[config.mk]
export PLATFORM = sky130hd
export DESIGN_NAME = positional_linked_list_engine
export DESIGN_NICKNAME = d
export VERILOG_FILES = /design/src/hdl/plle_pkg.sv /design/src/hdl/positional_linked_list_engine.sv /design/src/hdl/plle_ram.sv
export SDC_FILE = /design/constraint.sdc
export NUM_CORES = 2
export LEC_CHECK = 0
export ABC_CLOCK_PERIOD_IN_PS = 6600
export BUFFER_PORTS_ARGS = -buffer_cell sky130_fd_sc_hd__buf_2
export CORE_AREA = 2 2 528 530
export DETAILED_ROUTE_END_ITERATION = 10
export DIE_AREA = 0 0 530 532
export PLACE_DENSITY_LB_ADDON = 0.1
export SLEW_MARGIN = 20
export SYNTH_ARGS = -nofsm -noshare
export SYNTH_HDL_FRONTEND = slang
export SYNTH_SLANG_ARGS = --single-unit
[constraint.sdc]
create_clock -name i_clk -period 6.6 [get_ports i_clk]
set_clock_uncertainty 0.05 [all_clocks]
set_input_delay 0.99 -clock i_clk [delete_from_list [all_inputs] [get_ports i_clk]]
set_output_delay 0.99 -clock i_clk [all_outputs]
set_load 0.03 [all_outputs]
[src/hdl/plle_pkg.sv]
// shared command and status codes of the positional linked list engine
`default_nettype none
package plle_pkg;

    localparam int unsigned VALUE_W  = 32;
    localparam int unsigned POS_W    = 8;
    localparam int unsigned CMD_W    = 2;
    localparam int unsigned STATUS_W = 3;

    localparam logic [CMD_W-1:0] CMD_INSERT = 2'd0;
    localparam logic [CMD_W-1:0] CMD_DELETE = 2'd1;
    localparam logic [CMD_W-1:0] CMD_READ   = 2'd2;

    localparam logic [STATUS_W-1:0] ST_OK       = 3'd0;
    localparam logic [STATUS_W-1:0] ST_OOB      = 3'd1;
    localparam logic [STATUS_W-1:0] ST_FULL     = 3'd2;
    localparam logic [STATUS_W-1:0] ST_NOTFOUND = 3'd3;
    localparam logic [STATUS_W-1:0] ST_ELEM     = 3'd4;
    localparam logic [STATUS_W-1:0] ST_EMPTY    = 3'd5;

endpackage
`default_nettype wire

[src/hdl/positional_linked_list_engine.sv]
// positional linked list engine: ordered list of signed words in a node store
// insert scans the occupancy map slot by slot for the lowest free one; at the head it then
// writes the node, else it walks to the predecessor, writes the node and relinks it
// delete compares and hops node by node; a status decided at acceptance goes out via S_RESP
// read-out: one word a cycle unless the output stalls
// one command in flight, next taken at the edge after its last word is loaded; reset empties
// the list (head null, occupancy map and count zero), node and link memories are not cleared
`default_nettype none
module positional_linked_list_engine #(
    parameter int NODES = 64
) (
    input  wire logic                                  i_clk,
    input  wire logic                                  i_rst_n,
    // command channel
    input  wire logic                                  i_in_valid,
    output logic                                       o_in_stall,
    input  wire logic        [plle_pkg::CMD_W-1:0]     i_cmd,
    input  wire logic signed [plle_pkg::VALUE_W-1:0]   i_value,
    input  wire logic        [plle_pkg::POS_W-1:0]     i_position,
    // result channel
    output logic                                       o_out_valid,
    input  wire logic                                  i_out_stall,
    output logic             [plle_pkg::STATUS_W-1:0]  o_status,
    output logic signed      [plle_pkg::VALUE_W-1:0]   o_element,
    output logic                                       o_last
);

    // index width holds the null marker NODES, slot width addresses the store
    localparam int IW = $clog2(NODES + 1);
    localparam int SW = $clog2(NODES);
    localparam int VW = plle_pkg::VALUE_W;
    localparam int PW = plle_pkg::POS_W;

    localparam logic [IW-1:0] NULL_IDX = IW'(NODES);
    localparam logic [IW-1:0] LAST_STEP = IW'(NODES - 1);

    // sequencer states
    localparam logic [2:0] S_IDLE  = 3'd0;
    localparam logic [2:0] S_ALLOC = 3'd1;  // scan occupancy map for lowest free slot
    localparam logic [2:0] S_WALK  = 3'd2;  // insert: hop to node position-1
    localparam logic [2:0] S_FIX   = 3'd3;  // insert: relink predecessor to new node
    localparam logic [2:0] S_DEL   = 3'd4;  // delete: compare and hop
    localparam logic [2:0] S_RDO   = 3'd5;  // read-out: emit one word per node
    localparam logic [2:0] S_RESP  = 3'd6;  // single status word

    logic [2:0] r_state, n_state;

    // list bookkeeping
    logic [IW-1:0]    r_head, n_head;
    logic [NODES-1:0] r_occ, n_occ;
    logic [IW-1:0]    r_count, n_count;

    // per-command working registers
    logic signed [VW-1:0] r_value, n_value;
    logic [PW-1:0]        r_pos, n_pos;
    logic [PW-1:0]        r_hops, n_hops;
    logic [SW-1:0]        r_scan, n_scan;
    logic [SW-1:0]        r_slot, n_slot;
    logic [IW-1:0]        r_cur, n_cur;
    logic [IW-1:0]        r_prev, n_prev;
    logic [IW-1:0]        r_steps, n_steps;
    logic [plle_pkg::STATUS_W-1:0] r_status, n_status;

    // output register
    logic                          r_out_valid, n_out_valid;
    logic [plle_pkg::STATUS_W-1:0] r_out_status, n_out_status;
    logic signed [VW-1:0]          r_out_elem, n_out_elem;
    logic                          r_out_last, n_out_last;

    // memory ports
    logic [SW-1:0]        ram_raddr;
    logic                 val_we;
    logic [SW-1:0]        val_waddr;
    logic signed [VW-1:0] val_wdata;
    logic [VW-1:0]        val_rdata;
    logic                 lnk_we;
    logic [SW-1:0]        lnk_waddr;
    logic [IW-1:0]        lnk_wdata;
    logic [IW-1:0]        lnk_rdata;

    logic in_accept;
    logic out_free;

    function automatic logic idx_valid(input logic [IW-1:0] idx);
        return idx < NULL_IDX;
    endfunction

    assign in_accept = i_in_valid && !o_in_stall;
    assign out_free  = !r_out_valid || !i_out_stall;

    // node values
    plle_ram #(
        .WIDTH(VW),
        .DEPTH(NODES)
    ) u_val_ram (
        .i_clk  (i_clk),
        .i_we   (val_we),
        .i_waddr(val_waddr),
        .i_wdata(val_wdata),
        .i_raddr(ram_raddr),
        .o_rdata(val_rdata)
    );

    // next links, null marker stored as NODES
    plle_ram #(
        .WIDTH(IW),
        .DEPTH(NODES)
    ) u_lnk_ram (
        .i_clk  (i_clk),
        .i_we   (lnk_we),
        .i_waddr(lnk_waddr),
        .i_wdata(lnk_wdata),
        .i_raddr(ram_raddr),
        .o_rdata(lnk_rdata)
    );

    always_comb begin
        n_state      = r_state;
        n_head       = r_head;
        n_occ        = r_occ;
        n_count      = r_count;
        n_value      = r_value;
        n_pos        = r_pos;
        n_hops       = r_hops;
        n_scan       = r_scan;
        n_slot       = r_slot;
        n_cur        = r_cur;
        n_prev       = r_prev;
        n_steps      = r_steps;
        n_status     = r_status;
        n_out_valid  = r_out_valid && i_out_stall;
        n_out_status = r_out_status;
        n_out_elem   = r_out_elem;
        n_out_last   = r_out_last;

        // re-read the current node by default so the read data stays put
        ram_raddr = r_cur[SW-1:0];
        val_we    = 1'b0;
        val_waddr = r_slot;
        val_wdata = r_value;
        lnk_we    = 1'b0;
        lnk_waddr = r_slot;
        lnk_wdata = r_head;

        case (r_state)
            S_IDLE: begin
                if (in_accept) begin
                    n_value = i_value;
                    n_pos   = i_position;
                    n_cur   = r_head;
                    n_prev  = NULL_IDX;
                    n_steps = '0;
                    n_scan  = '0;
                    ram_raddr = r_head[SW-1:0];
                    case (i_cmd)
                        plle_pkg::CMD_INSERT: begin
                            // full is checked ahead of the position
                            if (r_count >= NULL_IDX) begin
                                n_status = plle_pkg::ST_FULL;
                                n_state  = S_RESP;
                            end else if (i_position == '0 ||
                                         9'(i_position) > 9'(r_count) + 9'd1) begin
                                n_status = plle_pkg::ST_OOB;
                                n_state  = S_RESP;
                            end else begin
                                n_state = S_ALLOC;
                            end
                        end
                        plle_pkg::CMD_DELETE: begin
                            if (idx_valid(r_head)) begin
                                n_state = S_DEL;
                            end else begin
                                n_status = plle_pkg::ST_NOTFOUND;
                                n_state  = S_RESP;
                            end
                        end
                        plle_pkg::CMD_READ: begin
                            if (idx_valid(r_head)) begin
                                n_state = S_RDO;
                            end else begin
                                n_status = plle_pkg::ST_EMPTY;
                                n_state  = S_RESP;
                            end
                        end
                        default: begin
                            // unassigned command: dropped without a result
                            n_state = S_IDLE;
                        end
                    endcase
                end
            end

            S_ALLOC: begin
                // count below NODES guarantees a free slot before the scan runs out
                if (!r_occ[r_scan]) begin
                    n_slot = r_scan;
                    if (r_pos == PW'(1)) begin
                        // new head: write node and swing the head pointer
                        val_we    = 1'b1;
                        val_waddr = r_scan;
                        lnk_we    = 1'b1;
                        lnk_waddr = r_scan;
                        lnk_wdata = r_head;
                        n_head    = IW'(r_scan);
                        n_occ[r_scan] = 1'b1;
                        n_count   = r_count + IW'(1);
                        n_status  = plle_pkg::ST_OK;
                        n_state   = S_RESP;
                    end else begin
                        n_hops    = r_pos - PW'(2);
                        n_cur     = r_head;
                        ram_raddr = r_head[SW-1:0];
                        n_state   = S_WALK;
                    end
                end else begin
                    n_scan = r_scan + SW'(1);
                end
            end

            S_WALK: begin
                // link data belongs to r_cur
                if (r_hops == '0) begin
                    // r_cur is the predecessor: new node takes over its next link
                    val_we    = 1'b1;
                    val_waddr = r_slot;
                    lnk_we    = 1'b1;
                    lnk_waddr = r_slot;
                    lnk_wdata = lnk_rdata;
                    n_state   = S_FIX;
                end else if (!idx_valid(lnk_rdata)) begin
                    n_status = plle_pkg::ST_OOB;
                    n_state  = S_RESP;
                end else begin
                    n_cur     = lnk_rdata;
                    ram_raddr = lnk_rdata[SW-1:0];
                    n_hops    = r_hops - PW'(1);
                end
            end

            S_FIX: begin
                lnk_we    = 1'b1;
                lnk_waddr = r_cur[SW-1:0];
                lnk_wdata = IW'(r_slot);
                n_occ[r_slot] = 1'b1;
                n_count   = r_count + IW'(1);
                n_status  = plle_pkg::ST_OK;
                n_state   = S_RESP;
            end

            S_DEL: begin
                if ($signed(val_rdata) == r_value) begin
                    // unlink the match, from its predecessor or from the head
                    if (idx_valid(r_prev)) begin
                        lnk_we    = 1'b1;
                        lnk_waddr = r_prev[SW-1:0];
                        lnk_wdata = lnk_rdata;
                    end else begin
                        n_head = lnk_rdata;
                    end
                    n_occ[r_cur[SW-1:0]] = 1'b0;
                    if (r_count != '0) begin
                        n_count = r_count - IW'(1);
                    end
                    n_status = plle_pkg::ST_OK;
                    n_state  = S_RESP;
                end else if (!idx_valid(lnk_rdata) || r_steps == LAST_STEP) begin
                    n_status = plle_pkg::ST_NOTFOUND;
                    n_state  = S_RESP;
                end else begin
                    n_prev    = r_cur;
                    n_cur     = lnk_rdata;
                    ram_raddr = lnk_rdata[SW-1:0];
                    n_steps   = r_steps + IW'(1);
                end
            end

            S_RDO: begin
                if (out_free) begin
                    n_out_valid  = 1'b1;
                    n_out_status = plle_pkg::ST_ELEM;
                    n_out_elem   = $signed(val_rdata);
                    if (!idx_valid(lnk_rdata) || r_steps == LAST_STEP) begin
                        n_out_last = 1'b1;
                        n_state    = S_IDLE;
                    end else begin
                        n_out_last = 1'b0;
                        n_cur      = lnk_rdata;
                        ram_raddr  = lnk_rdata[SW-1:0];
                        n_steps    = r_steps + IW'(1);
                    end
                end
            end

            S_RESP: begin
                if (out_free) begin
                    n_out_valid  = 1'b1;
                    n_out_status = r_status;
                    n_out_elem   = '0;
                    n_out_last   = 1'b1;
                    n_state      = S_IDLE;
                end
            end

            default: begin
                n_state = S_IDLE;
            end
        endcase
    end

    // control state
    always_ff @(posedge i_clk) begin
        if (!i_rst_n) begin
            r_state     <= S_IDLE;
            r_head      <= NULL_IDX;
            r_occ       <= '0;
            r_count     <= '0;
            r_out_valid <= 1'b0;
        end else begin
            r_state     <= n_state;
            r_head      <= n_head;
            r_occ       <= n_occ;
            r_count     <= n_count;
            r_out_valid <= n_out_valid;
        end
    end

    // working and payload registers
    always_ff @(posedge i_clk) begin
        r_value      <= n_value;
        r_pos        <= n_pos;
        r_hops       <= n_hops;
        r_scan       <= n_scan;
        r_slot       <= n_slot;
        r_cur        <= n_cur;
        r_prev       <= n_prev;
        r_steps      <= n_steps;
        r_status     <= n_status;
        r_out_status <= n_out_status;
        r_out_elem   <= n_out_elem;
        r_out_last   <= n_out_last;
    end

    // a new command is taken once the previous one has loaded its last word into the output register
    assign o_in_stall  = (r_state != S_IDLE);
    assign o_out_valid = r_out_valid;
    assign o_status    = r_out_status;
    assign o_element   = r_out_elem;
    assign o_last      = r_out_last;

endmodule
`default_nettype wire

[src/hdl/plle_ram.sv]
// generic single write port ram with one registered read port
`default_nettype none
module plle_ram #(
    parameter int WIDTH = 32,
    parameter int DEPTH = 64
) (
    input  wire logic                     i_clk,
    input  wire logic                     i_we,
    input  wire logic [$clog2(DEPTH)-1:0] i_waddr,
    input  wire logic [WIDTH-1:0]         i_wdata,
    input  wire logic [$clog2(DEPTH)-1:0] i_raddr,
    output logic      [WIDTH-1:0]         o_rdata
);

    logic [WIDTH-1:0] r_mem [DEPTH];

    always_ff @(posedge i_clk) begin
        if (i_we) begin
            r_mem[i_waddr] <= i_wdata;
        end
        o_rdata <= r_mem[i_raddr];
    end

endmodule
`default_nettype wire
==> flow_summary_export.csv <==
group,metric,value,unit
logic_synthesis,yosys_warnings,0,
route,num_vias,67400,
timing,setup_viol,0,
placed_design,gp_congestion,0.896,
cts,path_clk_slew,0.06,ns
logic_synthesis,dominantRegCellSynth,"edfxtp_1",
cts,holdBufCountCts,0,
logic_synthesis,ys_types,80,
critical_path,crit_top_cell,"buf_4",
route,postRouteAntennaNets,0,
cts,cts_setup_buffers,0,
cts,clk_path_buf_depth,4,
timing,rsz0062_at_grt,"no",
logic_synthesis,syn_nets,7551,
die,die-area,282000,sq um
timing,max_slew.worst_pin.slew,1.11,ns
logic_synthesis,synth_compound_area_share,7.45,%
timing,fin_crit_sh,96.9,%
cts,cts_sinks,2737,
timing,holdWs,0.298,ns
finish,final_common_cell,"edfxtp_1",
finish,nets,7738,
die,placeableCoreArea,276000,sq um
cts,cts_resized,0,
route,first_pass_iters,7,
placed_design,io_buffers,83,
finish,layout.filler_cells,24500,
die,pin_count,84,
finish,drive_gt1_share,12.2,%
critical_path,cpPeakStageDelay,0.75,ns
flow_run,max_cap_violations,0,
critical_path,worst-path-max-fanout,24,
power,vdd_ir_drop_max,0.449,mV
logic_synthesis,synth_seq_cells,2737,
timing,relSlewSlack,25.9,%
power,power.density,485,nW/um^2
logic_synthesis,synth_cells,7480,
finish,syn2layout_area_growth,14.5,%
critical_path,crit_buf_inv,5,
critical_path,slowest_stage,"and4_4",
die,dieWidth,530,um
critical_path,path_cells,"xor2_1 > nor4_1 > nand4_1 > buf_4 > o21ba_2 > a221oi_1 > and4_4 > buf_12 > buf_12 > buf_4 > mux2i_1 > nor3_2 > o21ai_1 > buf_4 > nand4_1 > or4_1",
cts,cts_buffers,299,
logic_synthesis,synth_area,110000,sq um
critical_path,ff2ff_path_depth,16,
global_routing,grt_pass1_wl,500000,um
global_routing,grt_pass1_vias,64400,
critical_path,reg2reg_slack,0.20,ns
global_routing,grt_max_degree,138,
logic_synthesis,async_flop_share,0,%
die,start_util,39.8,%
route,route.detailed.drc,0,
timing,hold_viol,0,
placed_design,dp_hpwl,218000,um
cts,cts_max_level,5,
logic_synthesis,synth.area.mux_share,6.98,%
route,first_iter_violations,8105,
logic_synthesis,synth_edf_count,2616,
die,die_h,532,um
critical_path,start_kind,"register",
critical_path,arrival,7.11,ns
route,vias_per_cell,5.80,
timing,fmax,0.156,GHz
critical_path,cp.required,7.32,ns
logic_synthesis,synth_fa_ha_area_share,0.292,%
global_routing,overflow,0,
cts,insertion_delay,0.94,ns
global_routing,antenna_found_initial,41,
critical_path,end_kind,"register",
logic_synthesis,synth-xor-area-share,0.502,%
die,row_count,193,
timing,slew_violations,0,
timing,fin_crit,6.40,ns
logic_synthesis,synth_top_family_by_area,"simple AND/OR/NAND/NOR gates",
finish,seqCellArea,81000,sq um
global_routing,grt_usage,24.7,%
critical_path,cp.depth,16,
critical_path,path_class,"reg -> reg",
cts,clockRootBuffer,"clkbuf_16",
logic_synthesis,seq_area_frac_synth,73.7,%
route,drt-wirelength-per-cell,30.7,um
cts,cts_tree,"yes",
logic_synthesis,syn_avg_cell_area,14.7,sq um
timing,setup-tns-final,0,ns
hold_path,worstHoldPathCells,1,
finish,final_cell_mix,"2616 x edfxtp_1, 1189 x nand2_1, 578 x mux2i_1",
status,run_status,"completed",
finish,multiInputGateArea,27400,sq um
critical_path,critPathTopFamily,"simple AND/OR/NAND/NOR gates",
route,wirelength,357000,um
logic_synthesis,yosys.area_share.simple,9.09,%
hold_path,hold_class,"in -> reg",
power,power.leakage,42.0,nW
[metrics by stage]
stage          area [sq um]  util, %  setup WS (ns)  instances  total power, W
3_5_place_dp         116000     42.2          0.258      11100          0.0451
4_1_cts              126000     45.6          0.239      11600          0.0612
6_report             126000     45.6          0.202      11600          0.0610
2_1_floorplan        110000        -           2.04       7480          0.0348
3_3_place_gp         116000     42.1          -1.10      11100          0.0450
5_1_grt              126000     45.6          0.183      11600          0.0634
[cell families (layout without fill, tap and decap cells)]
| logic type | after synthesis | in the layout |
|---|---|---|
| AOI/OAI and AO/OA | 1183 | 1183 |
| DFF | 2737 | 2737 |
| and+or+nand+nor | 2296 | 2296 |
| muxes | 665 | 665 |
| adders and majority gates | 25 | 25 |
| buffers and inverters | 511 | 937 |
| xor gates and xnor gates | 63 | 63 |
| other | 0 | 19 |
[synthesized netlist by cell type (13+ instances only)]
master / n / area share, %
a21boi_0: 69 / 0.47
a21oi_1: 262 / 1.2
a22oi_1: 90 / 0.61
a32oi_1: 116 / 0.92
a41oi_1: 39 / 0.31
and2_1: 40 / 0.23
and3_1: 14 / 0.080
buf_1: 45 / 0.15
buf_2: 134 / 0.61
clkbuf_1: 284 / 0.97
dfxtp_1: 121 / 2.2
edfxtp_1: 2616 / 72
ha_1: 24 / 0.27
inv_1: 29 / 0.099
mux2i_1: 578 / 5.3
mux4_2: 80 / 1.6
nand2_1: 1193 / 4.1
nand2b_1: 15 / 0.085
nand3_1: 393 / 1.8
nand4_1: 62 / 0.35
nor2_1: 356 / 1.2
nor2b_1: 19 / 0.11
nor3_1: 99 / 0.45
nor4_1: 22 / 0.13
o2111ai_1: 113 / 0.90
o21a_1: 13 / 0.089
o21ai_0: 203 / 0.92
o22a_1: 120 / 0.96
o22ai_1: 69 / 0.39
or4_1: 41 / 0.28
xnor2_1: 13 / 0.10
xor2_1: 50 / 0.40
[cell type report]
cell class	instances	area share, %
Sequential cell	2737	64.4
Inverter	31	0.0925
Multi-Input combinational cell	4232	21.8
Timing Repair Buffer	366	2.62
Antenna cell	19	0.0378
Clock buffer	377	6.32
Clock inverter	163	1.09
Tap cell	3705	3.69
[path summary, 6_finish.rpt]
path	to	startpoint
worst max-delay path	u_val_ram.o_rdata[1]	r_value[8]
worst min-delay path	r_value[6]	i_value[6]
worst min register to register	r_occ[32]	r_occ[32]
worst max register to register	u_val_ram.o_rdata[1]	r_value[8]
[state kept, by name, indices dropped and copies added, names as in the netlist, 6 cells and up]
signal,count
r_scan,6
r_pos,8
r_value,32
r_slot,6
r_occ,64
r_steps,7
u_lnk_ram.r_mem,448
r_cur,7
r_count,7
r_hops,8
u_val_ram.o_rdata,32
u_lnk_ram.o_rdata,7
r_prev,7
u_val_ram.r_mem,2048
r_head,7
o_element,32
[per-layer routing]
layer | global-route usage, % | wire [um] | share of wire (%)
met1 | 35.2 | 154000 | 43
met5 | 0 | 56 | 0.016
met4 | 6.47 | 10100 | 2.8
met3 | 4.11 | 26100 | 7.3
met2 | 39.3 | 167000 | 47
[report_power, final]
| part | total [W] | internal (W) | switching, W |
|---|---|---|---|
| clock network | 0.0162 | 0.00917 | 0.00699 |
| logic | 0.0236 | 0.00682 | 0.0168 |
| registers | 0.0212 | 0.0207 | 0.000477 |
[worst register-to-register path, delay by kind of cell, from the launching register on]
family                 cells  cell delay (ns)
AO/OA/AOI/OAI              3             0.85
AND/OR/NAND/NOR            6             3.01
buffers and inverters      5             1.37
XOR/XNOR                   1             0.18
multiplexers               1             0.34
flip-flops                 1             0.41
(Power assumes the default switching activity.)
